File: config.mk
export PLATFORM = sky130hd
export DESIGN_NAME = cpcl_div
export DESIGN_NICKNAME = d
export VERILOG_FILES = /design/src/hdl/cpcl_div.sv
export SDC_FILE = /design/constraint.sdc
export NUM_CORES = 2
export LEC_CHECK = 0
export ABC_AREA = 1
export CORE_UTILIZATION = 35
export CTS_BUF_LIST = sky130_fd_sc_hd__clkbuf_8 sky130_fd_sc_hd__clkbuf_16
export CTS_CLUSTER_DIAMETER = 80
export DETAILED_ROUTE_END_ITERATION = 12
export DONT_BUFFER_PORTS = 1
export GPL_TIMING_DRIVEN = 0
export PLACE_DENSITY = 0.48
export SYNTH_ARGS = -nofsm -noshare
export SYNTH_HDL_FRONTEND = slang
export SYNTH_SLANG_ARGS = --single-unit
export TNS_END_PERCENT = 5
File: constraint.sdc
create_clock -name clock -period 2.4 [get_ports clock]
set_input_delay 0.12 -clock clock [delete_from_list [all_inputs] [get_ports clock]]
set_output_delay 0.12 -clock clock [all_outputs]
set_load 0.02 [all_outputs]
File: src/hdl/cpcl_div.sv
`default_nettype none
// Pipelined restoring divider, one quotient bit per stage. Valid bits and a
// tag travel alongside; the whole pipe advances when en is high.
module cpcl_div #(
   parameter int NW = 32,
   parameter int DW = 20,
   parameter int QW = 17,
   parameter int TW = 8
) (
   input  wire logic          clock,
   input  wire logic          reset,
   input  wire logic          en,
   input  wire logic          in_valid,
   input  wire logic [NW-1:0] in_num,
   input  wire logic [DW-1:0] in_den,
   input  wire logic [TW-1:0] in_tag,
   output logic               out_valid,
   output logic [QW-1:0]      out_quot,
   output logic [TW-1:0]      out_tag
);
   logic          v_ff   [QW+1];
   logic [NW-1:0] rem_ff [QW+1];
   logic [DW-1:0] den_ff [QW+1];
   logic [QW-1:0] q_ff   [QW+1];
   logic [TW-1:0] tag_ff [QW+1];

   logic [NW+DW-1:0] shifted [QW];
   logic             take    [QW];

   always_comb begin
      for (int s = 0; s < QW; s++) begin
         shifted[s] = (NW+DW)'(den_ff[s]) << (QW - 1 - s);
         take[s]    = (NW+DW)'(rem_ff[s]) >= shifted[s];
      end
   end

   always_ff @(posedge clock) begin
      if (reset) begin
         for (int s = 0; s <= QW; s++) v_ff[s] <= 1'b0;
      end else if (en) begin
         v_ff[0] <= in_valid;
         for (int s = 0; s < QW; s++) v_ff[s+1] <= v_ff[s];
      end
   end

   always_ff @(posedge clock) begin
      if (en) begin
         rem_ff[0] <= in_num;
         den_ff[0] <= in_den;
         q_ff[0]   <= '0;
         tag_ff[0] <= in_tag;
         for (int s = 0; s < QW; s++) begin
            rem_ff[s+1] <= take[s] ? NW'((NW+DW)'(rem_ff[s]) - shifted[s]) : rem_ff[s];
            q_ff[s+1]   <= q_ff[s] | (QW'(take[s]) << (QW - 1 - s));
            den_ff[s+1] <= den_ff[s];
            tag_ff[s+1] <= tag_ff[s];
         end
      end
   end

   assign out_valid = v_ff[QW];
   assign out_quot  = q_ff[QW];
   assign out_tag   = tag_ff[QW];
endmodule
`default_nettype wire

==> results_dict.tcl <==
set metrics [dict create \
    status "finished with violations" \
    violations "hold timing, setup timing" \
    arrival_ns 2.96 \
    crit_path_end_kind "flip-flop" \
    syn_inst 7600 \
    fin_setup_tns_ns -0.505 \
    clk_pin_slew_ns 0.06 \
    max_freq_mhz 408 \
    final_cells 10569 \
    crit_required_ns 2.91 \
    syn_avg_cell_area_um2 8.76 \
    drc 0 \
    path_common_cell "nand2_1" \
    crit_path_start "den_ff[2][9]$_DFFE_PP_" \
    maxCapViolCount 0 \
    finalHoldViolCount 108 \
    cts_buffers 145 \
    antennaDiodeCount 0 \
    insertion_delay_ns 0.80 \
    io_buffer_count 0 \
    die_area_um2 192000 \
    worst_hold_slack_ns -0.521 \
    multi_input_area_um2 27500 \
    skew_ns 0.0284 \
    synth-seq-area-share_pct 54.1 \
    r2r-start "den_ff[2][9]$_DFFE_PP_" \
    syn-num-nets 8010 \
    drv_slew 0 \
    ys.flop_type "edfxtp_1" \
    synth.distinct_cells 50 \
    min_path_type "primary input to flip-flop" \
    initial_core_util_pct 35.3 \
    cts_tree "yes" \
    antenna_left 0 \
    gr-total-overflow 0 \
    gr-usage-all-layers_pct 19.8 \
    num-fill-cells 18572 \
    drt_iter0_drc 3627 \
    finalNetCount 8366 \
    cts_hold_buf 122 \
    async_reset_ff_share_pct 0 \
    die_x_um 438 \
    start_kind "flip-flop" \
    relSlewSlack_pct 14.3 \
    leakagePower_nw 35.8 \
    area_growth_pct 19.3 \
    powerDensity_nw_per_um2 1040 \
    drive_above_1_share_pct 10.9 \
    synth_seq_cells 1199 \
    cts_sinks 1199 \
    rsz0062_at_grt "yes" \
    max-vdd-ir-drop_mv 0.586 \
    core_um2 188000 \
    dpl_cell_area_um2 69800 \
    min_from "en" \
    slowest_delay_ns 0.45 \
    path_cells "inv_1, ha_1, nand2_1, nand2_1, a21oi_2, nand2_1, a21oi_4, nand3_2, buf_4, nand2_1, o21ai_0" \
    dp_hpwl_mm 149 \
    seq_area_um2 36000 \
    critPathSlowestCell "edfxtp_1" \
    antenna_found_initial 5 \
    cts_htree_levels 4 \
    pin_count 90 \
    grt_pass1_vias 47413 \
    fin_crit_ns 2.45 \
    path_class "flip-flop to flip-flop" \
    final_area_um2 79400 \
    yosysWarningCount 0 \
    die_h_um 438 \
    period_share_pct 102 \
    grt_max_degree 236 \
    placed_cells 10100 \
    path_max_fanout 10 \
    setup_viol 23 \
    wl_mm 193 \
    clockRootBuffer "clkbuf_16" \
    syn_area_um2 66600 \
    avgViaCountPerCell 4.69 \
    rows 159 \
    grt_pass1_wl_mm 289 \
    dr.pass1.iters 6 \
    wl_per_cell_um 18.3 \
    cts_max_path_buffers 3 \
    tightest_slew_ns 1.28 \
    gp_congestion 0.904 \
    synth-edff-count 1199 \
    setup_ws_ns -0.0503 \
    via_count 49538 \
]
==> registers in the layout, indices dropped and copies added, names as in the netlist <==
name and flops:
den_ff 340, rem_ff 544, q_ff 153, v_ff 18
tag_ff 144
==> cells in the final DEF (no fill, tap or decap), drive strengths merged <==
cell,instances
nand3,431
a21oi,268
nor3b,4
or2,14
xnor2,24
buf,145
clkinv,53
bufinv,14
o21a,2
fa,16
edfxtp,1199
and3,3
clkinvlp,10
a21o,4
nand2,2743
and2,22
nor2,561
o211ai,1
dlygate4sd3,122
o21bai,17
nand3b,71
nand4,113
xor2,149
a21boi,3
nor3,60
clkbuf,148
nor4,10
o21ai,124
ha,330
inv,1413
==> kinds of logic after synthesis <==
group                    Yosys count  share of synthesized area (%)
adder cells (fa/ha/maj)          346                           6.68
XOR/XNOR                         173                           2.28
AO/OA/AOI/OAI                    419                           3.44
flip-flops                      1199                           54.1
AND/OR/NAND/NOR                 4032                           25.1
buffers and inverters           1431                           8.39
==> critical path: cells and delay by family (launching register included) <==
family	cells	cell delay [ns]
adder cells (fa/ha/maj)	1	0.34
AO/OA/AOI/OAI	3	0.58
flip-flops	1	0.45
AND/OR/NAND/NOR	5	0.53
buffers and inverters	2	0.29
==> cell usage after synthesis, drive strengths merged, types with 58 or more instances <==
library cell / n / area share [%]
xor2: 149 / 2.0
buf: 58 / 0.64
nand3b: 71 / 0.81
edfxtp: 1199 / 54
a21oi: 268 / 2.2
inv: 1371 / 7.7
o21ai: 124 / 0.94
ha: 330 / 6.2
nor2: 561 / 3.2
nor3: 60 / 0.50
nand4: 113 / 1.1
nand2: 2743 / 16
nand3: 431 / 3.4
==> repair_timing <==
| action | 4_1_cts | 5_1_grt |
|---|---|---|
| pin swaps | 25 | 24 |
| gates cloned | 0 | 1 |
| endpoints found under the setup margin | 530 | 556 |
| buffers inserted | 81 | 0 |
| hold endpoints to repair | 195 | 108 |
| gates resized for setup | 298 | 304 |
==> layer usage <==
metal	up-vias	part of all wire, %	GRT usage, %	wire [um]
li1	25181	-	-	-
met1	23207	47	27.8	91500
met2	929	46	32.3	89400
met3	221	4.1	2.65	7830
met4	0	2.3	5.01	4410
met5	-	0	0	0
==> where the power goes <==
part | total [mW] | internal, mW | leakage [nW] | switching, mW
clock | 22.1 | 12.8 | 2.46 | 9.26
combinational | 30.3 | 10.8 | 21.6 | 19.5
sequential | 30.4 | 27.6 | 11.7 | 2.83
total | 82.8 | 51.2 | 35.8 | 31.6
==> final timing paths <==
path	to	slack, ns	cells after the start
setup / recovery	rem_ff[3][19]$_DFFE_PP_	-0.05	11
hold / removal	tag_ff[15][4]$_DFFE_PP_	-0.52	0
setup reg to reg	rem_ff[3][19]$_DFFE_PP_	-0.05	11
hold reg to reg	tag_ff[10][3]$_DFFE_PP_	0.40	0
==> layout make-up <==
class / count / area share [%]
clock inverter: 119 / 1.57
tap: 2495 / 3.93
sequential: 1199 / 45.3
multi-input combinational: 4970 / 34.7
inverter: 1371 / 6.52
clock buffer: 146 / 4.60
timing repair buffer: 209 / 2.55
buffer: 60 / 0.822
==> per-stage QoR <==
step,worst slack (ns),util [%],hold slack [ns],power (mW)
floorplan,0.212,-,0.219,48.7
global placement,-0.701,37.0,0.219,57.7
detailed placement,-0.923,37.1,0.219,58.0
CTS,-0.0471,41.4,-0.564,82.2
global route,-0.218,42.2,-0.587,88.5
finish,-0.0503,42.2,-0.521,82.8
(Power assumes the default switching activity.)
